==> src/rtl/btnrep_pkg.sv <==
// Shared types, constants and the key-code decoder for the button repeat tracker.
// No dependencies; imported by every other file of the block.
`default_nettype none

package btnrep_pkg;

    localparam int MASK_W = 18;
    localparam int TIME_W = 32;
    localparam int CFG_W  = 16;
    localparam int CODE_W = 16;
    localparam int ETYP_W = 16;
    localparam int KVAL_W = 2;
    localparam int IDX_W  = 5;

    localparam logic [ETYP_W-1:0] EVENT_KEY   = 16'h0001;
    localparam logic [KVAL_W-1:0] KEY_RELEASE = 2'd0;
    localparam logic [KVAL_W-1:0] KEY_PRESS   = 2'd1;

    // action flag carried in tuser
    localparam logic ACT_FRAME = 1'b0;
    localparam logic ACT_KEY   = 1'b1;

    localparam logic REG_DELAY    = 1'b0;
    localparam logic REG_INTERVAL = 1'b1;

    localparam logic [2:0] DELAY_ADDR    = {REG_DELAY, 2'b00};
    localparam logic [2:0] INTERVAL_ADDR = {REG_INTERVAL, 2'b00};

    localparam logic [CFG_W-1:0] DELAY_RESET    = 16'd300;
    localparam logic [CFG_W-1:0] INTERVAL_RESET = 16'd100;

    typedef enum logic [1:0] {
        OP_NONE    = 2'd0,
        OP_FRAME   = 2'd1,
        OP_PRESS   = 2'd2,
        OP_RELEASE = 2'd3
    } op_t;

    typedef struct packed {
        op_t              op;
        logic [IDX_W-1:0] idx;
        logic [TIME_W-1:0] time_ms;
    } qentry_t;

    typedef struct packed {
        logic             hit;
        logic [IDX_W-1:0] idx;
    } btn_lookup_t;

    function automatic btn_lookup_t btn_decode(input logic [CODE_W-1:0] code);
        btn_lookup_t r;
        r.hit = 1'b1;
        r.idx = '0;
        case (code)
            16'h005A: r.idx = 5'd0;   // up
            16'h005B: r.idx = 5'd1;   // down
            16'h005C: r.idx = 5'd2;   // left
            16'h005D: r.idx = 5'd3;   // right
            16'h005E: r.idx = 5'd4;   // A
            16'h005F: r.idx = 5'd5;   // B
            16'h0060: r.idx = 5'd6;   // X
            16'h0061: r.idx = 5'd7;   // Y
            16'h0062: r.idx = 5'd8;   // start
            16'h0063: r.idx = 5'd9;   // select
            16'h0068: r.idx = 5'd10;  // menu
            16'h0064: r.idx = 5'd11;  // L1
            16'h0066: r.idx = 5'd12;  // L2
            16'h0065: r.idx = 5'd13;  // R1
            16'h0067: r.idx = 5'd14;  // R2
            16'h006C: r.idx = 5'd15;  // plus
            16'h006D: r.idx = 5'd16;  // minus
            16'h0074: r.idx = 5'd17;  // power
            default:  r.hit = 1'b0;
        endcase
        return r;
    endfunction

endpackage

`default_nettype wire

==> src/rtl/btnrep_front.sv <==
// Front end: classifies an incoming transaction into a queue entry
// (frame tick, press, release or no-op). Depends on btnrep_pkg.
`default_nettype none

module btnrep_front
    import btnrep_pkg::*;
#(
    parameter int NUM_BUTTONS = 18
)
(
    input  wire logic              action,
    input  wire logic [TIME_W-1:0] time_ms,
    input  wire logic [ETYP_W-1:0] event_type,
    input  wire logic [CODE_W-1:0] key_code,
    input  wire logic [KVAL_W-1:0] key_value,
    output qentry_t                entry
);

    btn_lookup_t lk;
    logic        key_ok;

    assign lk     = btn_decode(key_code);
    assign key_ok = (event_type == EVENT_KEY) && lk.hit && (int'(lk.idx) < NUM_BUTTONS);

    always_comb
    begin
        entry.op      = OP_NONE;
        entry.idx     = lk.idx;
        entry.time_ms = time_ms;
        if (action == ACT_FRAME)
        begin
            entry.op = OP_FRAME;
        end
        else if (key_ok && key_value == KEY_PRESS)
        begin
            entry.op = OP_PRESS;
        end
        else if (key_ok && key_value == KEY_RELEASE)
        begin
            entry.op = OP_RELEASE;
        end
    end

endmodule

`default_nettype wire

==> config.mk <==
export PLATFORM = sky130hd
export DESIGN_NAME = btnrep_front
export DESIGN_NICKNAME = d
export VERILOG_FILES = /design/src/rtl/btnrep_pkg.sv /design/src/rtl/btnrep_front.sv
export SDC_FILE = /design/constraint.sdc
export NUM_CORES = 1
export LEC_CHECK = 0
export BUFFER_PORTS_ARGS = -buffer_cell sky130_fd_sc_hd__buf_2
export CORE_AREA = 2 2 52 50
export DETAILED_ROUTE_END_ITERATION = 16
export DIE_AREA = 0 0 54 52
export PLACE_DENSITY_LB_ADDON = 0.12
export RECOVER_POWER = 50
export SLEW_MARGIN = 20
export SYNTH_ARGS = -nofsm -noshare
export SYNTH_HDL_FRONTEND = slang
export SYNTH_SLANG_ARGS = --single-unit
==> constraint.sdc <==
create_clock -name vclk -period 3.3
set_input_delay 0.99 -clock vclk [all_inputs]
set_output_delay 0.99 -clock vclk [all_outputs]
set_load 0.03 [all_outputs]
# == Word-level counts from Yosys, hierarchy flattened ==
# Cells that the tools add are included.
# word_totals
output_inout_bits,39
elab_cells,32
in_bits,67
register_bits,0
# op_classes
reduce_logical,6
mux,5
order_cmp,1
n_eq_ne,20
# op_table
cell,count
16-bit by 7-bit == test with 1-bit output (second input constant),18
5-bit one-hot mux with 17 select lines,1
18-bit OR reduction,1
16-bit by 1-bit == test with 1-bit output (second input constant),1
2-bit 2-to-1 mux,3
5-bit < comparator (second input constant),1
1-bit logical AND,4
2-bit by 1-bit == test with 1-bit output (second input constant),1
2-bit zero test,1
1-bit 2-to-1 mux,1

# == Longest topological paths before layout ==
# logic_depth
word_depth,9
ltp_mapped,6
depth_no_buf,5

# == Worst setup path after synthesis ==
# Ideal clock, no wire load.
# synth_path
path_kind,in2out
start,in key_code[7]
end,out entry[37] in the netlist's numbering
stages,5
path_slack_ns,-0.259
arrival_time_ns,2.569
path_buffers,0
required_time_ns,2.310
path_cell_list,nand2b_4 > or4_4 > a21oi_2 > nor3_2 > o21ai_1
# synth_rtl
item,line,rtl
from (decl),btnrep_front.sv:14,"input wire logic [CODE_W-1:0] key_code,"
to (decl),btnrep_front.sv:16,output qentry_t entry

==> impl_summary.log <==
INFO  metric dpl.hpwl = roughly 1500 µm
INFO  metric power-per-cell-area = slightly above 80 nW/µm²
INFO  metric post-route-period-util = 99.00%
INFO  metric worst_setup_path_start_kind = primary input
INFO  metric grt_pass1_wl = between 2000 and 3000 µm
INFO  metric globalplace.congestion = 0.7348
INFO  metric totalNegativeSetupSlack = 0 ns
INFO  metric diodes = 0
INFO  metric fp.dieW = 54 µm
INFO  metric power_leakage = ~0.37 nW
INFO  metric final-setup-viol-count = 0
INFO  metric critical-path-top-cell-by-count = buf_6
INFO  metric syn-instance-count = 86
INFO  metric drc_errors = 0
INFO  metric avgViaCountPerCell = 4.730
INFO  metric timing.critical_path.required = between 2 and 2.5 ns
INFO  metric tightestPinTransition = 0.3406 ns
INFO  metric hold_path_startpoint = time_ms[12]
INFO  metric maxSlewViolCount = 0
INFO  metric layout.clock_buffers = 0
INFO  metric synth.yosys.seq_area_share = 0%
INFO  metric crit_path_max_fanout = 3
INFO  metric mappedNetlistArea = 645.6 µm²
INFO  metric share_of_cells_above_drive_strength_1 = roughly 73%
INFO  metric synth_compound_area_share = 16.86%
INFO  metric areaGrowthSynthToFinish = 39.73%
INFO  metric run_status = finished clean
INFO  metric post_synth_and_or_nand_nor_area_fraction = 41.47%
INFO  metric clock.fmax = 306.1 MHz
INFO  metric muxShareOfSynthArea = 0%
INFO  metric rsz0062_at_grt = yes
INFO  metric worst-endpoint-arrival = 2.28 ns
INFO  metric finalHoldViolations = 0
INFO  metric relSlewSlack = 77.30%
INFO  metric crit_type = in -> out
INFO  metric detail-route-antenna-nets = 0
INFO  metric placeable_core_region = 2297 µm²
INFO  metric hold_class = in -> out
INFO  metric timing.max_cap.violations = 0
INFO  metric initial_core_util = roughly 28%
INFO  metric grt_start_max_net_pins = 9
INFO  metric worst-path-buf-inv = 2
INFO  metric cp_cell_sequence = buf_6 > nand2b_4 > or4_4 > a21oi_4 > nor3_4 > o21ai_4 > buf_6
INFO  metric timing.critical_path.max_delay_family = simple AND/OR/NAND/NOR gates
INFO  metric ys.warnings.count = 0
INFO  metric synth_fp_nets = approximately 150
INFO  metric fillers = 253
INFO  metric total_routing_usage_reported_by_global_routing = between 10% and 20%
INFO  metric design.final.nets = 182
INFO  metric dr.first_iter.drc_count = 9
INFO  metric vias_in_the_first_global_route = 618
INFO  metric synth_adder_area_share = 0%
INFO  metric numPortBuffers = 42
INFO  metric synth_top_family_by_area = simple AND/OR/NAND/NOR gates
INFO  metric routed_wl = between 1500 and 2000 µm
INFO  metric synth-xor-area-share = between 1 and 1.5%
INFO  metric worst_path_largest_cell_delay = 0.52 ns
INFO  metric nFlopsAndLatches = 0
INFO  metric min_path_cells = 0
INFO  metric register_area = 0 µm²
INFO  metric worstHoldEndpoint = entry[12]
INFO  metric floorplan.die_area = 2808 µm²
INFO  metric via_count = 667
INFO  metric grt_antenna_before_repair = 0
INFO  metric crit_path_slowest_cell = or4_4
INFO  metric synth_area_per_cell = between 7 and 8 µm²
INFO  metric yosys.cell_types.count = 30
INFO  metric die_height = 52 µm
INFO  metric grt_overflow_total = 0
INFO  metric hold_slack_final = 1.980 ns
INFO  metric layout_min_cycle_time = 3.267 ns
INFO  metric critical_path.endpoint_type = output pin
INFO  metric firstDrtPassIters = 2
INFO  metric io-pin-count = 106
INFO  metric wl_per_cell = 12.67 µm
INFO  metric std_cell_rows = 17
INFO  metric ir_worst_vdd = 0.03830 mV
worst max path at each step:
| stage | depth (start not counted) | to | slack [ns] | from |
|---|---|---|---|---|
| CTS | 7 | entry[37] | -0.005 | key_code[3] |
| global route | 7 | entry[37] | -0.02 | key_code[7] |
| floorplan | 5 | entry[37] | 0.02 | key_code[7] |
| detailed placement | 7 | entry[37] | -0.05 | key_code[9] |
| finish | 7 | entry[37] | 0.03 | key_code[7] |
| global placement | 7 | entry[37] | -0.07 | key_code[3] |
cells in the mapped netlist (2+ instances only):
cell	instances	area share, %
nor2_1	4	2.3
nand4_1	2	1.9
nand4b_1	2	2.7
a21oi_1	2	1.6
nor4_1	3	2.9
nor4_4	2	6.6
buf_4	34	40
nand3_1	4	3.1
nand2_2	2	1.9
nor2b_1	6	5.8
nand2_1	5	2.9
o21ai_0	2	1.6
timing repair:
| action | CTS | global route |
|---|---|---|
| hold buffers | 0 | 0 |
| pin swaps | 6 | 8 |
| cloned | 0 | 0 |
| resized for setup | 12 | 10 |
| setup buffers | 5 | 2 |
| setup endpoints to repair | 2 | 5 |
metal layers:
metal / GRT usage, % / up-vias / part of all wire (%)
met5: 0 / - / 0
met4: 2.083 / 0 / 0.50
met3: 2.011 / 4 / 8.7
met2: 22.15 / 24 / 52
met1: 15.66 / 305 / 39
li1: - / 334 / -
stage by stage:
stage	util (%)	setup slack, ns	cell area, µm²	cells	power (mW)
final	39.27	0.03313	902.1	141	0.07429
after global routing	39.27	-0.02004	902.1	141	0.08078
after CTS	36.27	-0.005430	833.3	139	0.06601
after detailed placement	33.50	-0.05415	769.5	136	0.06181
after global placement	33.50	-0.06515	769.5	136	0.06139
after floorplan	-	0.02156	671.9	86	0.09565
report_power, final:
group | switching, mW | internal (mW)
clock network | 0 | 0
registers | 0 | 0
logic | 0.0329 | 0.0414
cells in the final DEF (no fill, tap or decap), drive strengths merged, types with 3 or more instances in the layout:
| cell type | synthesis | routed |
|---|---|---|
| buf | 35 | 62 |
| nand2 | 7 | 7 |
| nor2b | 6 | 6 |
| nor4 | 5 | 5 |
| nand3 | 4 | 4 |
| nor2 | 4 | 4 |
| o21ai | 3 | 3 |
| a21oi | 3 | 3 |
cell families after synthesis:
group,after synthesis
buf+inv,35
xor+xnor,1
simple gates,37
compound gates,13
cell type report:
class | instances | area (µm²) | area share (%)
multi-input combinational | 51 | 469.2 | 52.01
tap | 28 | 35.03 | 3.883
timing repair buffer | 62 | 397.9 | 44.11
Note: power is estimated with default switching activity, not from simulation.
