## src/rtl/btnrep_pkg.sv

```systemverilog
// Shared types, constants and the key-code decoder for the button repeat tracker.
// No dependencies; imported by every other file of the block.
`default_nettype none

package btnrep_pkg;

    localparam int MASK_W = 18;
    localparam int TIME_W = 32;
    localparam int CFG_W  = 16;
    localparam int CODE_W = 16;
    localparam int ETYP_W = 16;
    localparam int KVAL_W = 2;
    localparam int IDX_W  = 5;

    localparam logic [ETYP_W-1:0] EVENT_KEY   = 16'h0001;
    localparam logic [KVAL_W-1:0] KEY_RELEASE = 2'd0;
    localparam logic [KVAL_W-1:0] KEY_PRESS   = 2'd1;

    // action flag carried in tuser
    localparam logic ACT_FRAME = 1'b0;
    localparam logic ACT_KEY   = 1'b1;

    localparam logic REG_DELAY    = 1'b0;
    localparam logic REG_INTERVAL = 1'b1;

    localparam logic [2:0] DELAY_ADDR    = {REG_DELAY, 2'b00};
    localparam logic [2:0] INTERVAL_ADDR = {REG_INTERVAL, 2'b00};

    localparam logic [CFG_W-1:0] DELAY_RESET    = 16'd300;
    localparam logic [CFG_W-1:0] INTERVAL_RESET = 16'd100;

    typedef enum logic [1:0] {
        OP_NONE    = 2'd0,
        OP_FRAME   = 2'd1,
        OP_PRESS   = 2'd2,
        OP_RELEASE = 2'd3
    } op_t;

    typedef struct packed {
        op_t              op;
        logic [IDX_W-1:0] idx;
        logic [TIME_W-1:0] time_ms;
    } qentry_t;

    typedef struct packed {
        logic             hit;
        logic [IDX_W-1:0] idx;
    } btn_lookup_t;

    function automatic btn_lookup_t btn_decode(input logic [CODE_W-1:0] code);
        btn_lookup_t r;
        r.hit = 1'b1;
        r.idx = '0;
        case (code)
            16'h005A: r.idx = 5'd0;   // up
            16'h005B: r.idx = 5'd1;   // down
            16'h005C: r.idx = 5'd2;   // left
            16'h005D: r.idx = 5'd3;   // right
            16'h005E: r.idx = 5'd4;   // A
            16'h005F: r.idx = 5'd5;   // B
            16'h0060: r.idx = 5'd6;   // X
            16'h0061: r.idx = 5'd7;   // Y
            16'h0062: r.idx = 5'd8;   // start
            16'h0063: r.idx = 5'd9;   // select
            16'h0068: r.idx = 5'd10;  // menu
            16'h0064: r.idx = 5'd11;  // L1
            16'h0066: r.idx = 5'd12;  // L2
            16'h0065: r.idx = 5'd13;  // R1
            16'h0067: r.idx = 5'd14;  // R2
            16'h006C: r.idx = 5'd15;  // plus
            16'h006D: r.idx = 5'd16;  // minus
            16'h0074: r.idx = 5'd17;  // power
            default:  r.hit = 1'b0;
        endcase
        return r;
    endfunction

endpackage

`default_nettype wire

```

## src/rtl/btnrep_back.sv

```systemverilog
// Back end: holds the button state and the per-button times, executes at most one
// popped queue entry per cycle and presents the masks. Depends on btnrep_pkg.
`default_nettype none

module btnrep_back
    import btnrep_pkg::*;
#(
    parameter int NUM_BUTTONS = 18
)
(
    input  wire logic             clk,
    input  wire logic             rst_n,
    input  wire logic [CFG_W-1:0] repeat_delay_ms,
    input  wire logic [CFG_W-1:0] repeat_interval_ms,
    input  wire logic             pop,
    input  wire qentry_t          entry,
    output logic [MASK_W-1:0]     held_mask,
    output logic [MASK_W-1:0]     pressed_now_mask,
    output logic [MASK_W-1:0]     long_release_mask,
    output logic [MASK_W-1:0]     short_release_mask,
    output logic [MASK_W-1:0]     repeat_mask
);

    localparam int ID_W = (NUM_BUTTONS > 1) ? $clog2(NUM_BUTTONS) : 1;

    logic [NUM_BUTTONS-1:0] held_reg,  held_next;
    logic [NUM_BUTTONS-1:0] press_reg, press_next;
    logic [NUM_BUTTONS-1:0] long_reg,  long_next;
    logic [NUM_BUTTONS-1:0] short_reg, short_next;
    logic [NUM_BUTTONS-1:0] rep_reg,   rep_next;
    logic [TIME_W-1:0]      start_reg [NUM_BUTTONS];
    logic [TIME_W-1:0]      start_next[NUM_BUTTONS];
    logic [TIME_W-1:0]      due_reg   [NUM_BUTTONS];
    logic [TIME_W-1:0]      due_next  [NUM_BUTTONS];
    logic [TIME_W-1:0]      frame_reg, frame_next;

    logic [ID_W-1:0]        id;
    logic [TIME_W-1:0]      dur;
    logic [CFG_W:0]         long_limit;
    logic [TIME_W-1:0]      interval_ext;

    assign id           = entry.idx[ID_W-1:0];
    assign dur          = frame_reg - start_reg[id];
    assign long_limit   = {1'b0, repeat_delay_ms} + {1'b0, repeat_interval_ms};
    assign interval_ext = {{(TIME_W-CFG_W){1'b0}}, repeat_interval_ms};

    always_comb
    begin
        held_next  = held_reg;
        press_next = press_reg;
        long_next  = long_reg;
        short_next = short_reg;
        rep_next   = rep_reg;
        start_next = start_reg;
        due_next   = due_reg;
        frame_next = frame_reg;
        if (pop)
        begin
            case (entry.op)
                OP_FRAME:
                begin
                    frame_next = entry.time_ms;
                    press_next = '0;
                    long_next  = '0;
                    short_next = '0;
                    rep_next   = '0;
                    // plain unsigned compare against the new time, no wrap fix
                    for (int i = 0; i < NUM_BUTTONS; i++)
                    begin
                        if (held_reg[i] && entry.time_ms >= due_reg[i])
                        begin
                            rep_next[i] = 1'b1;
                            due_next[i] = due_reg[i] + interval_ext;
                        end
                    end
                end
                OP_PRESS:
                begin
                    if (!held_reg[id])
                    begin
                        press_next[id] = 1'b1;
                        held_next[id]  = 1'b1;
                        start_next[id] = frame_reg;
                        due_next[id]   = frame_reg
                                       + {{(TIME_W-CFG_W){1'b0}}, repeat_delay_ms};
                    end
                end
                OP_RELEASE:
                begin
                    if (held_reg[id])
                    begin
                        if (dur > {{(TIME_W-CFG_W-1){1'b0}}, long_limit})
                        begin
                            long_next[id] = 1'b1;
                        end
                        else
                        begin
                            short_next[id] = 1'b1;
                        end
                    end
                    held_next[id]  = 1'b0;
                    rep_next[id]   = 1'b0;
                    start_next[id] = '0;
                end
                default:
                begin
                end
            endcase
        end
    end

    always_ff @(posedge clk or negedge rst_n)
    begin
        if (!rst_n)
        begin
            held_reg  <= '0;
            press_reg <= '0;
            long_reg  <= '0;
            short_reg <= '0;
            rep_reg   <= '0;
            frame_reg <= '0;
            for (int i = 0; i < NUM_BUTTONS; i++)
            begin
                start_reg[i] <= '0;
                due_reg[i]   <= '0;
            end
        end
        else
        begin
            held_reg  <= held_next;
            press_reg <= press_next;
            long_reg  <= long_next;
            short_reg <= short_next;
            rep_reg   <= rep_next;
            frame_reg <= frame_next;
            start_reg <= start_next;
            due_reg   <= due_next;
        end
    end

    // state only moves on a pop, so the masks double as the result register
    logic [31:0] held_ext, press_ext, long_ext, short_ext, rep_ext;

    always_comb
    begin
        held_ext  = '0;
        press_ext = '0;
        long_ext  = '0;
        short_ext = '0;
        rep_ext   = '0;
        held_ext[NUM_BUTTONS-1:0]  = held_reg;
        press_ext[NUM_BUTTONS-1:0] = press_reg;
        long_ext[NUM_BUTTONS-1:0]  = long_reg;
        short_ext[NUM_BUTTONS-1:0] = short_reg;
        rep_ext[NUM_BUTTONS-1:0]   = rep_reg;
    end

    assign held_mask          = held_ext[MASK_W-1:0];
    assign pressed_now_mask   = press_ext[MASK_W-1:0];
    assign long_release_mask  = long_ext[MASK_W-1:0];
    assign short_release_mask = short_ext[MASK_W-1:0];
    assign repeat_mask        = rep_ext[MASK_W-1:0];

endmodule

`default_nettype wire
```

## config.mk

```make
export PLATFORM = sky130hd
export DESIGN_NAME = btnrep_back
export DESIGN_NICKNAME = d
export VERILOG_FILES = /design/src/rtl/btnrep_pkg.sv /design/src/rtl/btnrep_back.sv
export SDC_FILE = /design/constraint.sdc
export NUM_CORES = 2
export LEC_CHECK = 0
export CORE_MARGIN = 5
export CORE_UTILIZATION = 50
export CTS_CLUSTER_DIAMETER = 30
export DETAILED_ROUTE_END_ITERATION = 16
export DONT_BUFFER_PORTS = 1
export SLEW_MARGIN = 10
export SYNTH_ARGS = -nofsm -noshare
export SYNTH_HDL_FRONTEND = slang
export SYNTH_SLANG_ARGS = --single-unit
```

## constraint.sdc

```tcl
create_clock -name clk -period 6.2 [get_ports clk]
set_input_delay 0.62 -clock clk [delete_from_list [all_inputs] [get_ports clk]]
set_output_delay 0.62 -clock clk [all_outputs]
set_load 0.005 [all_outputs]
```

# Word-level counts from Yosys, hierarchy flattened
# Index checks and enable logic that the tools add are counted.
[classes] bitwise_logic=10 magnitude_cmp=23 n_eq_ne=25 n_mux=62 addsub=21 n_reduce_logical=47
[op_table] operator="576-bit one-hot mux with 2 select lines" count=2
[op_table] operator="576-bit bitwise mux" count=2
[op_table] operator="576-bit 2-to-1 mux" count=2
[op_table] operator="32-bit 2-to-1 mux" count=21
[op_table] operator="32-bit by 16-bit adder with 32-bit output" count=19
[op_table] operator="576-bit bitwise AND" count=1
[op_table] operator="32-bit greater-or-equal comparator" count=18
[op_table] operator="576-bit NOT" count=1
[op_table] operator="18-bit one-hot mux with 2 select lines" count=5
[op_table] operator="32-bit binary-select mux with 5-bit select" count=1
[op_table] operator="32-bit demux with 5-bit select" count=1
[op_table] operator="18-bit 2-to-1 mux" count=6
[op_table] operator="4-bit AND reduction" count=20
[op_table] operator="18-bit bitwise OR" count=4
[op_table] operator="2-bit != test, second input constant" count=22
[op_table] operator="18-bit bitwise AND" count=2
[op_table] operator="32-bit by 17-bit > comparator with 1-bit output" count=1
[op_table] operator="32-bit subtractor" count=1
[op_table] operator="1-bit logical AND" count=20
[op_table] operator="1-bit 2-to-1 mux" count=20
[op_table] operator="18-bit NOT" count=1
[op_table] operator="16-bit by 16-bit adder with 17-bit output" count=1
[op_table] operator="6-bit greater-or-equal comparator, second input constant" count=1
[op_table] operator="5-bit by 6-bit < comparator with 1-bit output, second input constant" count=1
[op_table] operator="10 further kinds" count=15
[totals] word_cells=230 ff_bits=1274 in_bits=74

# Depth between registers and ports, before layout
[logic_depth] word_depth=9 mapped_depth=30

# Worst setup path after synthesis
# Ideal clock, no wire load.
[synth_timing] path_kind="input -> register" startpoint="input entry[32] (netlist bit)" endpoint="register long_reg[10] (netlist: long_release_mask[10])" stages=29 arrival_ns=7.336 n_path_buf=7 required_time_ns=6.078 path_slack_ns=-1.257 cell_sequence="buf_4 -> buf_2 -> buf_1 -> buf_1 -> buf_1 -> mux4_2 -> a222oi_1 -> o21ai_0 -> ha_1 -> fa_1 -> nand2b_1 -> a21oi_1 -> o21ai_1 -> a21boi_0 -> a41o_1 -> xor2_1 -> ha_1 -> o21ai_0 -> nor2_1 -> nor4_1 -> a31oi_1 -> nor3_1 -> nand4_1 -> or4b_1 -> nor4_2 -> and4_1 -> buf_2 -> buf_4 -> o21ai_1"
[synth_between] elab_chain_cells=8 word_cells_on_any_way=20 classes_between="add/sub: 1; order compare: 3; eq/ne: 2; mux: 10; bitwise: 2; reduce/logical: 2"
[synth_lines] element="start, declared" line="btnrep_back.sv:16" source="input wire qentry_t entry,"
[synth_lines] element="5-bit NOT with 6-bit output (not written as such) (tied with other cells)" line="btnrep_back.sv:43" source="assign dur = frame_reg - start_reg[id];"
[synth_lines] element="32-bit binary-select mux with 5-bit select or 1-bit logical AND (tied branches)" line="btnrep_back.sv:43, btnrep_back.sv:94"
[synth_lines] element="32-bit 2-to-1 mux (not written as such) or 1-bit 2-to-1 mux (tied branches)" line="btnrep_back.sv:43, btnrep_back.sv:94"
[synth_lines] element="32-bit 2-to-1 mux (not written as such) or 1-bit demux with 5-bit select (tied branches)" line="btnrep_back.sv:43, btnrep_back.sv:94"
[synth_lines] element="32-bit subtractor or 18-bit bitwise OR (tied branches)"
[synth_lines] element="32-bit by 17-bit > comparator with 1-bit output or 18-bit 2-to-1 mux (tied branches)" line="btnrep_back.sv:92" source="if (dur > {{(TIME_W-CFG_W-1){1'b0}}, long_limit})"
[synth_lines] element="2-bit != test (no source line) or 18-bit 2-to-1 mux (tied branches)"
[synth_lines] element="4-bit AND reduction (no source line) or 18-bit one-hot mux with 2 select lines (tied branches)"
[synth_lines] element="end signal, assigned" line="btnrep_back.sv:132" source="long_reg <= long_next;"
[synth_lines] element="end, declared" line="btnrep_back.sv:28" source="logic [NUM_BUTTONS-1:0] long_reg, long_next;"
# Parallel ways exist; a longest one is shown, timed or not. The select of a mux whose other input is x is not followed.
# A chain may end at the register's enable or synchronous reset.

# Worst setup path in the final report
[layout_timing] startpoint="register start_reg[320] (netlist bit)" endpoint="register short_reg[5] (netlist: short_release_mask[5])"
[layout_between] elab_chain_cells=7
[layout_lines] element="start, declared" line="btnrep_back.sv:31" source="logic [TIME_W-1:0] start_reg [NUM_BUTTONS];"
[layout_lines] element="start signal, assigned" line="btnrep_back.sv:136" source="start_reg <= start_next;"
[layout_lines] element="32-bit binary-select mux with 5-bit select" line="btnrep_back.sv:43"
[layout_lines] element="32-bit 2-to-1 mux (not written as such) (2 in a row)" line="btnrep_back.sv:43"
[layout_lines] element="32-bit subtractor" line="btnrep_back.sv:43"
[layout_lines] element="32-bit by 17-bit > comparator with 1-bit output" line="btnrep_back.sv:92"
[layout_lines] element="2-bit != test (no source line)"
[layout_lines] element="4-bit AND reduction (no source line)"
[layout_lines] element="end signal, assigned" line="btnrep_back.sv:133" source="short_reg <= short_next;"
[layout_lines] element="end, declared" line="btnrep_back.sv:29" source="logic [NUM_BUTTONS-1:0] short_reg, short_next;"
# No other way between the ends. The select of a mux whose other input is x is not followed.

==> run_results.csv <==
group,metric,value,unit
synthesis,async_flop_share,100,%
global_routing,first_global_vias,82600,
clock_network,cts_buffer_depth,4,
timing,slew_violations,0,
timing,setup_viol_count_final,0,
worst_setup_path,reg2reg_from,"start_reg[320]$_DFFE_PN0P_",
timing,worstMarginPinSlew,1.41,ns
power_and_ir_drop,p_leak,0.0476,uW
cells_and_area,final_layout_size_suffix_gt1_share,10.5,%
synthesis,synth-seq-area-share,35.6,%
detailed_routing,wl_met2,161000,um
die,die_w,433,um
die,core_area,178000,um2
placement,gp_congestion,0.959,
die,fp.dieH,433,um
clock_network,clk_pin_slew,0.05,ns
timing,fin_crit_sh,92.6,%
global_routing,grt_pass1_wl,550000,um
detailed_routing,wl,382000,um
cells_and_area,area_growth,18.2,%
global_routing,grt-ovfl-total,0,
detailed_routing,post_drt_wl_per_cell,29.4,um
die,die_area,188000,um2
worst_setup_path,r2r_slack,0.46,ns
detailed_routing,highest_layer,"met5",
power_and_ir_drop,power_density,413,nW/um2
placement,io_buffer_count,0,
clock_network,cts_num_sinks,1274,
synthesis,ys_warn_count,0,
synthesis,synth-edff-count,0,
detailed_routing,firstDrtPassIters,9,
power_and_ir_drop,ir_worst_vdd,0.275,mV
worst_setup_path,ff2ff_path_depth,27,
detailed_routing,antenna_left,0,
die,num_rows,155,
worst_setup_path,worstPathRequired,7.05,ns
global_routing,antenna_found_initial,41,
detailed_routing,first_iter_violations,10400,
status,outcome,"complete, no violations",
clock_network,cts_buffers,356,
clock_network,clock-root-buffer,"clkbuf_16",
synthesis,synth.distinct_cells,93,
timing,finClkSkew,0.0572,ns
worst_hold_path,hp-class,"in2reg",
timing,hold_viol,0,
synthesis,synth_nets,11300,
worst_setup_path,cp-start-kind,"flip-flop",
worst_setup_path,r2r-end,"short_release_mask[5]$_DFFE_PN0P_",
detailed_routing,wl_met1,144000,um
global_routing,grtUsageTotal,39.8,%
synthesis,syn_area,89600,um2
worst_setup_path,arrival,6.59,ns
clock_network,clk_latency,0.96,ns
worst_hold_path,whs_path_depth,3,
worst_setup_path,critPathKind,"reg2reg",
job,max_cap_viol_count,0,
detailed_routing,route.met3.wl,46700,um
cells_and_area,fin_area,106000,um2
die,io_pins,164,
clock_network,h-tree-depth,5,
timing,fmax,174,MHz
synthesis,syn_area_per_cell,8.73,um2
worst_setup_path,cp_max_fo,18,
worst_setup_path,end_kind,"flip-flop",
cells_and_area,finish.utilization,59.4,%
placement,placed_area,93000,um2
timing,fin_crit,5.74,ns
synthesis,yosys_most_used_dff,"dfrtp_1",
detailed_routing,via_per_inst,6.67,
placement,dp_hpwl,232000,um
synthesis,synthCells,10300,
detailed_routing,dr_total_vias,86800,
timing,slew_headroom,5.56,%
global_routing,grt_max_degree,210,
detailed_routing,route.detailed.drc,0,
clock_network,tritoncts,"built",
synthesis,synth-seq-cells,1274,
worst_hold_path,hold_start,"repeat_interval_ms[0]",
cells_and_area,nets,11400,
die,start_util,50.2,%
worst_hold_path,min_to,"due_reg[544]$_DFFE_PN0P_",
## cells in the final DEF, fill, tap and decap left out, types with 188 or more instances in the layout
cell type,n
a21o_1,198
a21oi_1,928
a221oi_1,191
buf_4,217
clkbuf_16,361
dfrtp_1,1274
ha_1,946
inv_1,675
nand2_1,1219
nand3_1,188
nor2_1,609
o21ai_0,1058
## timing repair
item | CTS | global route
endpoints found under the setup margin | 0 | 36
endpoints found under the hold margin | 281 | 0
hold buffers | 46 | 0
buffers inserted | 0 | 0
gates resized for setup | 0 | 6
## worst max-delay path: stages (launching register included)
cell	delay [ns]
dfrtp_1	0.37
mux4_2	0.47
mux2i_1	0.15
nor2_1	0.06
a31oi_1	0.19
o21ai_1	0.09
ha_1	0.22
fa_1	0.39
nand2b_1	0.19
a21oi_2	0.18
o21ai_1	0.13
a21boi_2	0.18
a41o_1	0.21
xor2_1	0.18
ha_1	0.27
nand4_1	0.17
nor3_2	0.09
buf_4	0.13
o221ai_1	0.10
a31oi_2	0.19
nor3_1	0.21
nand4_1	0.11
or4b_1	0.53
nor4_4	0.17
buf_4	0.15
nand4_2	0.12
buf_12	0.21
o21ai_0	0.17
## routing by layer
layer | vias to the layer above | global-route usage (%)
met3 | 1362 | 12.4
met4 | 18 | 27.9
met2 | 5145 | 58.5
met1 | 42300 | 49.8
li1 | 38000 | -
met5 | - | 0
## synth_stat cells (69+ instances only)
library cell  instances  share of area, %
nand2_1            1238               5.2
a22oi_1              80              0.67
o22ai_1              77              0.54
dfrtp_1            1274                36
nand3_1             188               1.0
xnor2_1             206               2.0
a221oi_1            191               1.9
clkbuf_1            476               2.0
mux4_2              133               3.3
nand4_1             117              0.82
o21a_1               95              0.80
nor2_1              627               2.6
inv_1               676               2.8
a31oi_1              96              0.67
a22o_1              124               1.2
a21oi_1             930               5.2
xor2_1               71              0.69
ha_1                946                13
o21ai_0            1061               5.9
nor2b_1              70              0.49
a21o_1              198               1.7
nand2b_1             69              0.48
nor3_1              166              0.93
a211oi_1            104              0.87
## power breakdown
group | internal [uW] | switching, uW | leakage, uW
Clock | 13100 | 5580 | 0.00596
Combinational | 5530 | 8630 | 0.0253
Sequential | 9740 | 1150 | 0.0163
## area by class of cell
type                            count  area [um2]
Clock inverter                    153        2040
Antenna cell                       43         108
Fill cell                       15500       72500
Multi-Input combinational cell   7746       53600
Sequential cell                  1274       31900
Timing Repair Buffer              282        2570
Inverter                          678        2540
Tap cell                         2355        2950
Clock buffer                      480       10200
## per-stage QoR
stage               setup slack (ns)  cells  power, uW  hold WS [ns]  TNS, ns
floorplan                     0.0192  10300      20400         0.324        0
global placement              -0.248  12300      24200         0.326    -8.12
detailed placement            -0.169  12300      24500         0.326    -4.54
CTS                            0.353  13000      43400        0.0126        0
global route                 -0.0303  13000      45900        0.0590  -0.0464
finish                         0.461  13000      43800        0.0536        0
## worst max path at each step
stage,from,cells after the start,endpoint,slack [ns]
2_1_floorplan,entry[32],29,long_release_mask[10]$_DFFE_PN0P_,0.02
3_3_place_gp,entry[32],26,short_release_mask[5]$_DFFE_PN0P_,-0.25
3_5_place_dp,entry[32],26,short_release_mask[11]$_DFFE_PN0P_,-0.17
4_1_cts,start_reg[320]$_DFFE_PN0P_,26,short_release_mask[5]$_DFFE_PN0P_,0.35
5_1_grt,start_reg[320]$_DFFE_PN0P_,26,short_release_mask[9]$_DFFE_PN0P_,-0.03
6_report,start_reg[320]$_DFFE_PN0P_,27,short_release_mask[5]$_DFFE_PN0P_,0.46
## cell families after synthesis
| group | share of synthesized area, % |
|---|---|
| AO/OA/AOI/OAI | 25.2 |
| AND/OR/NAND/NOR | 13.6 |
| flip-flops | 35.6 |
| buffers and inverters | 5.32 |
| adder cells (fa/ha/maj) | 13.7 |
| XOR/XNOR | 2.71 |
| multiplexers | 3.83 |
(Power assumes the default switching activity.)
