<file path="config.mk">
export PLATFORM = sky130hd
export DESIGN_NAME = btnrep_fifo
export DESIGN_NICKNAME = d
export VERILOG_FILES = /design/src/rtl/btnrep_pkg.sv /design/src/rtl/btnrep_fifo.sv
export SDC_FILE = /design/constraint.sdc
export NUM_CORES = 1
export LEC_CHECK = 0
export CORE_MARGIN = 2
export CORE_UTILIZATION = 39
export DETAILED_ROUTE_END_ITERATION = 6
export DONT_BUFFER_PORTS = 1
export GPL_TIMING_DRIVEN = 0
export PLACE_DENSITY = 0.57
export SLEW_MARGIN = 10
export SYNTH_ARGS = -nofsm -noshare
export SYNTH_HDL_FRONTEND = slang
export SYNTH_SLANG_ARGS = --single-unit
</file>
<file path="constraint.sdc">
create_clock -name clk -period 4.6 [get_ports clk]
set_input_delay 0.46 -clock clk [delete_from_list [all_inputs] [get_ports clk]]
set_output_delay 0.46 -clock clk [all_outputs]
set_load 0.02 [all_outputs]
</file>
<file path="src/rtl/btnrep_pkg.sv">
// Shared types, constants and the key-code decoder for the button repeat tracker.
// No dependencies; imported by every other file of the block.
`default_nettype none

package btnrep_pkg;

    localparam int MASK_W = 18;
    localparam int TIME_W = 32;
    localparam int CFG_W  = 16;
    localparam int CODE_W = 16;
    localparam int ETYP_W = 16;
    localparam int KVAL_W = 2;
    localparam int IDX_W  = 5;

    localparam logic [ETYP_W-1:0] EVENT_KEY   = 16'h0001;
    localparam logic [KVAL_W-1:0] KEY_RELEASE = 2'd0;
    localparam logic [KVAL_W-1:0] KEY_PRESS   = 2'd1;

    // action flag carried in tuser
    localparam logic ACT_FRAME = 1'b0;
    localparam logic ACT_KEY   = 1'b1;

    localparam logic REG_DELAY    = 1'b0;
    localparam logic REG_INTERVAL = 1'b1;

    localparam logic [2:0] DELAY_ADDR    = {REG_DELAY, 2'b00};
    localparam logic [2:0] INTERVAL_ADDR = {REG_INTERVAL, 2'b00};

    localparam logic [CFG_W-1:0] DELAY_RESET    = 16'd300;
    localparam logic [CFG_W-1:0] INTERVAL_RESET = 16'd100;

    typedef enum logic [1:0] {
        OP_NONE    = 2'd0,
        OP_FRAME   = 2'd1,
        OP_PRESS   = 2'd2,
        OP_RELEASE = 2'd3
    } op_t;

    typedef struct packed {
        op_t              op;
        logic [IDX_W-1:0] idx;
        logic [TIME_W-1:0] time_ms;
    } qentry_t;

    typedef struct packed {
        logic             hit;
        logic [IDX_W-1:0] idx;
    } btn_lookup_t;

    function automatic btn_lookup_t btn_decode(input logic [CODE_W-1:0] code);
        btn_lookup_t r;
        r.hit = 1'b1;
        r.idx = '0;
        case (code)
            16'h005A: r.idx = 5'd0;   // up
            16'h005B: r.idx = 5'd1;   // down
            16'h005C: r.idx = 5'd2;   // left
            16'h005D: r.idx = 5'd3;   // right
            16'h005E: r.idx = 5'd4;   // A
            16'h005F: r.idx = 5'd5;   // B
            16'h0060: r.idx = 5'd6;   // X
            16'h0061: r.idx = 5'd7;   // Y
            16'h0062: r.idx = 5'd8;   // start
            16'h0063: r.idx = 5'd9;   // select
            16'h0068: r.idx = 5'd10;  // menu
            16'h0064: r.idx = 5'd11;  // L1
            16'h0066: r.idx = 5'd12;  // L2
            16'h0065: r.idx = 5'd13;  // R1
            16'h0067: r.idx = 5'd14;  // R2
            16'h006C: r.idx = 5'd15;  // plus
            16'h006D: r.idx = 5'd16;  // minus
            16'h0074: r.idx = 5'd17;  // power
            default:  r.hit = 1'b0;
        endcase
        return r;
    endfunction

endpackage

`default_nettype wire

</file>
<file path="src/rtl/btnrep_fifo.sv">
// Two-entry queue of classified items between the front end and the back end.
// Depends on btnrep_pkg.
`default_nettype none

module btnrep_fifo
    import btnrep_pkg::*;
(
    input  wire logic    clk,
    input  wire logic    rst_n,
    input  wire logic    push,
    input  wire qentry_t push_data,
    output logic         full,
    input  wire logic    pop,
    output logic         valid,
    output qentry_t      pop_data
);

    qentry_t     mem [2];
    logic        wr_ptr_reg, wr_ptr_next;
    logic        rd_ptr_reg, rd_ptr_next;
    logic [1:0]  count_reg, count_next;

    assign full     = (count_reg == 2'd2);
    assign valid    = (count_reg != 2'd0);
    assign pop_data = mem[rd_ptr_reg];

    always_comb
    begin
        wr_ptr_next = push ? ~wr_ptr_reg : wr_ptr_reg;
        rd_ptr_next = pop  ? ~rd_ptr_reg : rd_ptr_reg;
        count_next  = count_reg;
        if (push && !pop)
        begin
            count_next = count_reg + 2'd1;
        end
        else if (pop && !push)
        begin
            count_next = count_reg - 2'd1;
        end
    end

    always_ff @(posedge clk)
    begin
        if (push)
        begin
            mem[wr_ptr_reg] <= push_data;
        end
    end

    always_ff @(posedge clk or negedge rst_n)
    begin
        if (!rst_n)
        begin
            wr_ptr_reg <= 1'b0;
            rd_ptr_reg <= 1'b0;
            count_reg  <= 2'd0;
        end
        else
        begin
            wr_ptr_reg <= wr_ptr_next;
            rd_ptr_reg <= rd_ptr_next;
            count_reg  <= count_next;
        end
    end

endmodule

`default_nettype wire

</file>
# Yosys cells after proc, flatten, opt, wreduce, memory -nomap -nowiden
# Memory sizes are Yosys's and may differ from the RTL's.
# Cells that the tools add are included.
[totals]
mem_count = 1
reg_bits = 4
mem_bits_rw = 78
out_inout_bits = 41
[op_classes]
n_eq_ne = 1
bitwise_logic = 2
addsub = 2
n_reduce_logical = 6
mux = 4
[memory_table]
columns = ["name", "words", "word_bits", "read_ports", "rd_ports_with_merged_regs", "wr", "line_no", "rtl"]
rows = [
  ["mem", 2, 39, 1, 0, 1, "btnrep_fifo.sv:18", "qentry_t mem [2];"],
]
[ops]
columns = ["operator", "n"]
rows = [
  ["2-bit two-way mux", 2],
  ["2-bit nonzero test", 2],
  ["2-bit by 1-bit adder with 2-bit output (second input constant)", 1],
  ["2-bit equality test (second input constant)", 1],
  ["1-bit logical AND", 2],
  ["1-bit logical NOT", 2],
  ["1-bit two-way mux", 2],
  ["1-bit NOT", 2],
  ["2-bit by 1-bit subtractor with 2-bit output (second input constant)", 1],
]

# Longest topological paths before layout
# Gate-level depths: netlist of the first run.
[depth]
ltp_word = 4
ltp_mapped = 5
ltp_nobuf = 5

# Worst setup path before layout of the first run
# Ideal clock, no wire load.
[synth_timing]
path_type = "input port to flip-flop"
startpoint = "in push"
endpoint = "mem mem[0][0] (netlist bit), enable pin"
slack_ps = 1953
path_stages = 1
t_required_ps = 4160
t_arrival_ps = 2207
path_cell_list = "nor2b_1"
[synth_via]
elab_chain_cells = 2
[synth_lines]
columns = ["item", "line_no", "rtl"]
rows = [
  ["start: declaration", "btnrep_fifo.sv:10", "input wire logic push,"],
  ["1-bit two-way mux", "btnrep_fifo.sv:44", "if (push)"],
  ["1-bit two-way mux (implied by the code)", "btnrep_fifo.sv:46", "mem[wr_ptr_reg] <= push_data;"],
  ["end: declaration", "btnrep_fifo.sv:18", ""],
]
# Every way passes these cells.

==> run_results.csv, run 1 <==
group,metric,value,unit
run_status,status,"completed",
setup_path,cp_max_fo,10,
synth,syn_avg_cell_area,22.01,um2
place,hpwl,3.267,mm
place,gp_congestion,0.6779,
sta,drv_slew,0,
sta,layout_min_cycle_time,1.871,ns
synth,synth_top_family_by_area,"multiplexers",
sta,setup_tns,0,ns
finish,finalNonFillerCells,258,
route,drt-total-wl,4.774,mm
power_and_ir_drop,leakage,1.118,nW
global_route,first_global_vias,1375,
synth,synth_top_area_share,77.68,%
setup_path,worst-setup-path-type,"flop to output pin",
synth,netlist_area,3015,um2
synth,synth_mux_area_share,14.56,%
synth,syn_inst,137,
power_and_ir_drop,power.total,2.191,mW
setup_path,critPathCaptureType,"output pin",
synth,synthAdderAreaFrac,0.4149,%
sta,fin_crit_sh,40.68,%
synth,synth_area_leaders,"edfxtp_1 78%, mux2_2 15%, dfrtp_1 3.3%, buf_6 1.5%, xor2_1 1.2%",
die,fp.dieW,91.93,um
global_route,track_usage,12.13,%
global_route,grt_antenna_before_repair,0,
clock_tree,cts_buffers,9,
finish,fin_nets,195,
power_and_ir_drop,ir_worst_vdd,0.0003210,V
die,start_util,39.64,%
route,vias,1225,
synth,ys_warn_count,0,
clock_tree,clkSinkCount,82,
synth,synth_edf_count,78,
route,drc_errors,0,
synth,synth_most_common_cell,"edfxtp_1",
clock_tree,clock-root-buffer,"clkbuf_8",
setup_path,worstRegToRegCells,2,
synth,synth_top_cell_by_area,"edfxtp_1",
route,via_per_inst,4.748,
finish,largest_reg_flops,78,
global_route,grt_pass1_wl,7.389,mm
sta,worst_slack,2.729,ns
place,dpl_worst_slack,3.033,ns
clock_tree,cts_max_level,3,
clock_tree,clk_latency,0.34,ns
clock_tree,cts_hold_buf,1,
setup_path,arrival,1.41,ns
finish,drive_above_1_share,39.10,%
route,antenna_left,0,
synth,ys_ff_latch,82,
synth,synth_ff_type,"edfxtp_1",
worst_hold_path,hold_depth,1,
finish,fillCellCount,667,
clock_tree,clk_path_buf_depth,2,
setup_path,required,4.14,ns
sta,setup_violations,0,
synth,synth_compound_area_share,0,%
synth,ys_seq_area_share,81.00,%
worst_hold_path,holdCritPathClass,"primary input to flop",
power_and_ir_drop,cellPowerDensity,643.5,nW/um2
place,port_buffers,0,
synth,ys_async_sr_fraction,4.878,%
finish,areaGrowthSynthToFinish,12.90,%
finish,n_antenna_cell,0,
global_route,grt_overflow_total,0,
die,die-area,8451,um2
run,maxCapViolations,0,
sta,rsz0062_at_grt,"false",
synth,synth_fp_nets,181,
die,core_area,7607,um2
clock_tree,clkTransAtPathRegs,0.08,ns
route,dr.pass1.iters,4,
clock_tree,ctsResizeCount,0,
clock_tree,postCtsSetupRepairBufs,0,
synth,ys_types,12,
route,drt_iter0_drc,46,
sta,skew,0.006991,ns
synth,synth_xor_area_share,1.452,%
sta,fmax,534.4,MHz
die,ios,84,
sta,worstMarginPinSlew,0.6084,ns
sta,hold_viol_final,0,
place,dp.cells,241,
sta,slew_headroom,59.35,%
global_route,grt_max_degree,23,
clock_tree,cts_tree,"done",
die,num_rows,32,
synth,synth_commonest_cells,"78 x edfxtp_1, 39 x mux2_2, 4 x buf_6, 4 x dfrtp_1, 4 x xor2_1",
setup_path,critPathLaunchType,"flop",
route,wire_per_inst,18.50,um
die,fp.dieH,91.93,um
synth,synth_simple_gate_area_share,0.9544,%
cell type report:
cell class | instances | area [um2] | share of cell area, %
Clock buffer | 12 | 135.1 | 3.969
Buffer | 4 | 45.04 | 1.323
Inverter | 1 | 3.754 | 0.1103
Multi-Input combinational cell | 50 | 533.0 | 15.66
Tap cell | 102 | 127.6 | 3.749
Timing Repair Buffer | 3 | 65.06 | 1.911
Clock inverter | 4 | 52.55 | 1.544
Sequential cell | 82 | 2442 | 71.74
layer usage:
metal | up-vias | GRT usage, % | wire (um)
li1 | 556 | - | -
met1 | 613 | 12.40 | 1740
met2 | 48 | 20.71 | 2626
met3 | 8 | 5.834 | 336
met4 | 0 | 5.970 | 72
met5 | - | 0 | 0
worst max-delay path, stage by stage (launching register included):
cell	delay, ns
dfrtp_1	0.47
buf_6	0.19
mux2_2	0.41
path summary, 6_finish.rpt:
path	from	end	slack, ns
setup / recovery	rd_ptr_reg	pop_data[30]	2.73
hold / removal	pop	rd_ptr_reg	0.20
setup reg to reg	wr_ptr_reg	mem[0][3]	3.10
hold reg to reg	count_reg[1]	count_reg[1]	0.49
max in group asynchronous	rst_n	rd_ptr_reg	4.05
min in group asynchronous	rst_n	count_reg[1]	0.38
logic make-up after synthesis:
kind of cell / Yosys count
mux: 39
fa+ha+maj: 1
simple gates: 5
xor+xnor: 5
buf+inv: 5
flops: 82
where the power goes:
part / internal (mW) / total [mW] / switching, mW
clock: 0.251 / 0.487 / 0.236
combinational: 0.246 / 0.660 / 0.414
sequential: 0.992 / 1.04 / 0.0508
placed cells by master (no fill, tap or decap):
master         synthesis  final
inv_1                  1      1
bufinv_16              0      1
dfrtp_1                4      4
dlygate4sd3_1          0      1
clkbuf_8               0      9
ha_1                   1      1
nor2_1                 1      1
clkbuf_1               0      3
buf_16                 0      2
nor2b_1                2      1
mux2_2                39     39
xnor2_1                1      1
or2_2                  1      1
nor2b_4                0      1
edfxtp_1              78     78
clkinvlp_4             0      3
and2_2                 0      1
xor2_1                 4      4
buf_6                  4      4
metrics by stage:
stage	hold slack [ns]	cell area, um2	util (%)
global route	0.1632	3405	44.75
detailed placement	0.1645	3207	42.15
CTS	0.1740	3405	44.75
finish	0.1962	3405	44.75
global placement	0.1645	3143	41.32
floorplan	0.1644	3015	-
Note: power is estimated with default switching activity, not from simulation.
==> inputs of run 2 (changes only) <==
--- a/config.mk
+++ b/config.mk
@@ -10,7 +10,7 @@
 export DETAILED_ROUTE_END_ITERATION = 6
 export DONT_BUFFER_PORTS = 1
 export GPL_TIMING_DRIVEN = 0
-export PLACE_DENSITY = 0.57
+export PLACE_DENSITY = 0.59
 export SLEW_MARGIN = 10
 export SYNTH_ARGS = -nofsm -noshare
 export SYNTH_HDL_FRONTEND = slang
==> constraint.sdc (replaced) <==
create_clock -name clk -period 1.57 [get_ports clk]
set_input_delay 0.157 -clock clk [delete_from_list [all_inputs] [get_ports clk]]
set_output_delay 0.157 -clock clk [all_outputs]
set_load 0.02 [all_outputs]
==> run_results.csv, run 2 (same netlist as run 1, synthesis figures left out) <==
group,metric,value,unit
sta,worstMarginPinSlew,0.6900,ns
power_and_ir_drop,pwr-share-comb,37.7,%
sta,holdWs,0.07233,ns
setup_path,required,1.41,ns
run_status,status,"finished with violations",
finish,drive_above_1_share,34.95,%
die,die-area,8451,um2
run_status,failed_checks,"setup timing",
route,via_per_inst,4.779,
sta,skew,0.007681,ns
setup_path,ff2ff_setup_slack,0.09,ns
global_route,use_met2,25.43,%
finish,mostFrequentLayoutCells,"78 x edfxtp_1, 42 x dlygate4sd3_1, 34 x mux2_4",
finish,stdcell_area,4088,um2
clock_tree,cts_max_level,3,
power_and_ir_drop,intPower,5.138,mW
run,maxCapViolations,0,
finish,seqCellArea,2444,um2
route,antenna_left,0,
global_route,grtUsageMet3,5.012,%
route,drc_errors,0,
clock_tree,clock-root-buffer,"clkbuf_8",
power_and_ir_drop,cellPowerDensity,1831,nW/um2
global_route,track_usage,14.47,%
setup_path,startpoint,"rd_ptr_reg",
global_route,grt_antenna_before_repair,0,
finish,finalNonFillerCells,308,
sta,drv_slew,0,
power_and_ir_drop,leakage,1.519,nW
setup_path,cp_max_fo,10,
place,port_buffers,0,
finish,fin_nets,245,
clock_tree,cts_tree,"done",
power_and_ir_drop,switching_share,31.34,%
place,dp.cells,239,
setup_path,crit_slowest_cell,"dfrtp_2",
die,start_util,39.64,%
finish,largest_reg_flops,78,
clock_tree,clk_path_buf_depth,2,
power_and_ir_drop,pwr-share-clk,21.0,%
place,place_area,3152,um2
finish,n_antenna_cell,0,
finish,fillCellCount,631,
setup_path,critPathCaptureType,"output pin",
sta,rsz0062_at_grt,"true",
die,ios,84,
setup_path,worst_path_largest_cell_delay,0.42,ns
die,fp.dieW,91.93,um
sta,worst_slack,-0.09710,ns
global_route,first_global_vias,1654,
die,core_area,7607,um2
global_route,grt_pass1_wl,8.673,mm
clock_tree,clkSinkCount,82,
setup_path,worstRegToRegCells,1,
worst_hold_path,holdCritPathClass,"primary input to async pin",
global_route,grt_overflow_total,0,
setup_path,critPathLaunchType,"flop",
global_route,met1_usage,15.19,%
sta,layout_min_cycle_time,1.667,ns
global_route,grt_busiest_layer,"met2",
place,hpwl,3.285,mm
clock_tree,cts_buffers,9,
setup_path,crit_family,"flip-flops",
finish,multiInputGateArea,683.2,um2
clock_tree,clk_latency,0.34,ns
setup_path,arrival,1.51,ns
setup_path,critical_path_buf_inv_count,3,
route,vias,1472,
sta,hold_viol_final,0,
setup_path,crit_path_cell_trace,"buf_6 > buf_8 > buf_12 > mux2_4",
power_and_ir_drop,power.total,7.484,mW
setup_path,r2r-end,"mem[0][6]",
route,drt_iter0_drc,48,
clock_tree,clkTransAtPathRegs,0.08,ns
power_and_ir_drop,power_switching,2.345,mW
place,gp_congestion,0.6982,
route,drt-total-wl,5.869,mm
finish,layout.cells.most_common,"edfxtp_1",
route,wire_per_inst,19.06,um
die,num_rows,32,
sta,setup_violations,24,
die,fp.dieH,91.93,um
sta,fmax,599.8,MHz
power_and_ir_drop,ir_worst_vdd,0.001067,V
power_and_ir_drop,seqPwrFrac,41.2,%
finish,areaGrowthSynthToFinish,35.56,%
setup_path,worst-setup-path-type,"flop to output pin",
sta,slew_headroom,53.90,%
global_route,grt_max_degree,40,
sta,fin_crit_sh,106.2,%
route,dr.pass1.iters,4,
setup_path,r2r_start,"wr_ptr_reg",
[run 2: metrics by stage]
stage                     setup slack, ns  setup TNS (ns)  utilization (%)
after detailed placement          -0.2266          -12.90            41.43
after global placement            -0.1119          -4.778            41.43
final                            -0.09710          -1.908            53.73
after CTS                         -0.1044          -3.335            52.75
after global routing              -0.1465          -3.464            53.73
after floorplan                    0.1445               0                -
[run 2: final cells by class]
type / instances / area share, %
multi-input cells: 52 / 16.71
repair buffers: 51 / 13.47
clock buffers: 10 / 3.122
plain buffers: 4 / 1.714
inverters: 1 / 0.09183
well taps: 102 / 3.122
clock inverters: 6 / 1.990
flip-flops and latches: 82 / 59.78
[run 2: worst max-delay path by stage]
| stage | to | slack, ns | cells after the start |
|---|---|---|---|
| after floorplan | mem[0][0] | 0.14 | 1 |
| after global placement | mem[0][35] | -0.11 | 1 |
| after detailed placement | mem[0][36] | -0.23 | 1 |
| after CTS | pop_data[13] | -0.10 | 4 |
| after global routing | pop_data[17] | -0.15 | 4 |
| final | pop_data[17] | -0.1 | 4 |
[run 2: timing repair]
item,in CTS,in global routing
setup buffers,6,2
endpoints found under the setup margin,117,64
pin swaps,0,1
gates resized for setup,29,24
cloned,4,1
hold endpoints to repair,84,0
hold buffers,42,0
[run 2: power by group through the flow]
| stage | registers, mW | logic, mW | clock network, mW |
|---|---|---|---|
| global route | 3.13 | 2.97 | 1.72 |
| global placement | 3.09 | 1.85 | 0 |
| CTS | 3.08 | 2.68 | 1.63 |
| floorplan | 3.06 | 1.64 | 0 |
| finish | 3.08 | 2.82 | 1.57 |
| detailed placement | 3.13 | 1.89 | 0 |
[run 2: routing by layer]
layer,share of wire (%),up-vias
met5,0,-
met4,2.3,0
met3,4.4,10
met2,55,43
met1,38,752
li1,-,667
==> inputs of run 3 (changes only) <==
--- a/config.mk
+++ b/config.mk
@@ -6,11 +6,11 @@
 export NUM_CORES = 1
 export LEC_CHECK = 0
 export CORE_MARGIN = 2
-export CORE_UTILIZATION = 39
+export CORE_UTILIZATION = 38
 export DETAILED_ROUTE_END_ITERATION = 6
 export DONT_BUFFER_PORTS = 1
 export GPL_TIMING_DRIVEN = 0
-export PLACE_DENSITY = 0.59
+export PLACE_DENSITY_LB_ADDON = 0.1
 export SLEW_MARGIN = 10
 export SYNTH_ARGS = -nofsm -noshare
 export SYNTH_HDL_FRONTEND = slang
==> run_results.csv, run 3 (same netlist as run 1, synthesis figures left out) <==
group,metric,value,unit
sta,hold_viol_final,0,
place,port_buffers,0,
clock_tree,clkTransAtPathRegs,0.07,ns
sta,skew,0.006261,ns
sta,fin_crit_sh,96.49,%
clock_tree,clock-root-buffer,"clkbuf_8",
finish,finalNonFillerCells,295,
place,dp.cells,239,
route,antenna_left,0,
die,start_util,39.02,%
setup_path,r2r-end,"mem[1][34]",
finish,drive_above_1_share,31.61,%
route,vias,1381,
finish,fillCellCount,672,
route,drt_iter0_drc,52,
global_route,grt_max_degree,40,
sta,drv_slew,0,
finish,n_antenna_cell,0,
route,wire_per_inst,16.76,um
global_route,grt_pass1_wl,7.472,mm
clock_tree,cts_max_level,3,
run_status,status,"completed",
die,ios,84,
power_and_ir_drop,leakage,1.303,nW
place,hpwl,3.093,mm
route,via_per_inst,4.681,
sta,slew_headroom,59.44,%
route,dr.pass1.iters,4,
setup_path,critPathCaptureType,"output pin",
sta,worstMarginPinSlew,0.6072,ns
sta,setup_violations,0,
route,drc_errors,0,
clock_tree,cts_tree,"done",
setup_path,cp-endpoint,"pop_data[22]",
finish,fin_nets,235,
setup_path,cp_max_fo,10,
clock_tree,postCtsSetupRepairBufs,0,
sta,holdWs,0.08542,ns
finish,layout.cells.most_common,"edfxtp_1",
finish,areaGrowthSynthToFinish,25.81,%
setup_path,startpoint,"rd_ptr_reg",
power_and_ir_drop,cellPowerDensity,1731,nW/um2
clock_tree,cts_buffers,9,
place,place_area,3152,um2
setup_path,arrival,1.36,ns
route,drt-total-wl,4.944,mm
global_route,first_global_vias,1457,
setup_path,r2r_start,"wr_ptr_reg",
die,die-area,8664,um2
clock_tree,clk_latency,0.33,ns
run,maxCapViolations,0,
global_route,grt_overflow_total,0,
sta,fmax,660.1,MHz
setup_path,ff2ff_setup_slack,0.12,ns
die,core_area,7727,um2
setup_path,required,1.41,ns
setup_path,worstRegToRegCells,1,
die,fp.dieW,93.08,um
power_and_ir_drop,ir_worst_vdd,0.0008596,V
global_route,track_usage,11.84,%
setup_path,worst-setup-path-type,"flop to output pin",
sta,layout_min_cycle_time,1.515,ns
sta,rsz0062_at_grt,"true",
global_route,grt_antenna_before_repair,0,
finish,mostFrequentLayoutCells,"78 x edfxtp_1, 42 x dlygate4sd3_1, 36 x mux2_2",
die,num_rows,32,
finish,largest_reg_flops,78,
finish,stdcell_area,3794,um2
setup_path,critPathLaunchType,"flop",
clock_tree,clk_path_buf_depth,2,
clock_tree,clkSinkCount,82,
worst_hold_path,holdCritPathClass,"primary input to async pin",
die,fp.dieH,93.08,um
place,gp_congestion,0.6340,
## run 3: worst min-delay path by stage
stage | from | to | slack (ns) | cells after the start
2_1_floorplan | rst_n | count_reg[0] | -0.14 | 0
3_3_place_gp | rst_n | count_reg[1] | -0.14 | 0
3_5_place_dp | rst_n | count_reg[1] | -0.14 | 0
4_1_cts | push | count_reg[0] | 0.06 | 2
5_1_grt | rst_n | count_reg[1] | 0.09 | 1
6_report | rst_n | count_reg[1] | 0.09 | 1
## run 3: layout make-up
class	instances	area [um2]	share of cell area, %
plain buffers	4	45.04	1.187
clock buffers	9	123.9	3.265
clock inverters	4	70.07	1.847
inverters	1	3.754	0.09894
multi-input cells	51	559.3	14.74
flip-flops and latches	82	2444	64.41
well taps	102	127.6	3.364
repair buffers	42	420.4	11.08
## run 3: metal layers
layer / up-vias / wire (um) / GRT usage, %
met1: 684 / 1955 / 12.65
met5: - / 0 / 0
met2: 49 / 2598 / 21.07
met3: 12 / 289 / 3.223
li1: 636 / - / -
met4: 0 / 101 / 6.618
## run 3: worst max-delay path: stages (launching register included)
cell	delay [ns]
dfrtp_2	0.43
buf_6	0.18
mux2_2	0.42
## run 3: power by group
part | switching [mW] | total (mW) | internal, mW | leakage [nW]
sequential | 0.163 | 3.08 | 2.91 | 0.778
combinational | 1.24 | 1.99 | 0.748 | 0.425
clock | 0.641 | 1.50 | 0.863 | 0.101
## run 3: metrics by stage
step,TNS (ns),total power [mW],util [%],setup WS (ns)
after floorplan,0,4.699,-,0.1445
after global placement,-5.477,4.958,40.79,-0.1219
after detailed placement,-12.94,5.013,40.79,-0.2268
after CTS,0,6.669,48.95,0.0003569
after global routing,-0.2335,6.884,49.09,-0.02022
final,0,6.569,49.09,0.05508
## run 3: timing repair
action	4_1_cts	5_1_grt
resized for setup	3	3
endpoints found under the setup margin	117	23
gates cloned	1	0
endpoints found under the hold margin	84	0
hold buffers	42	0
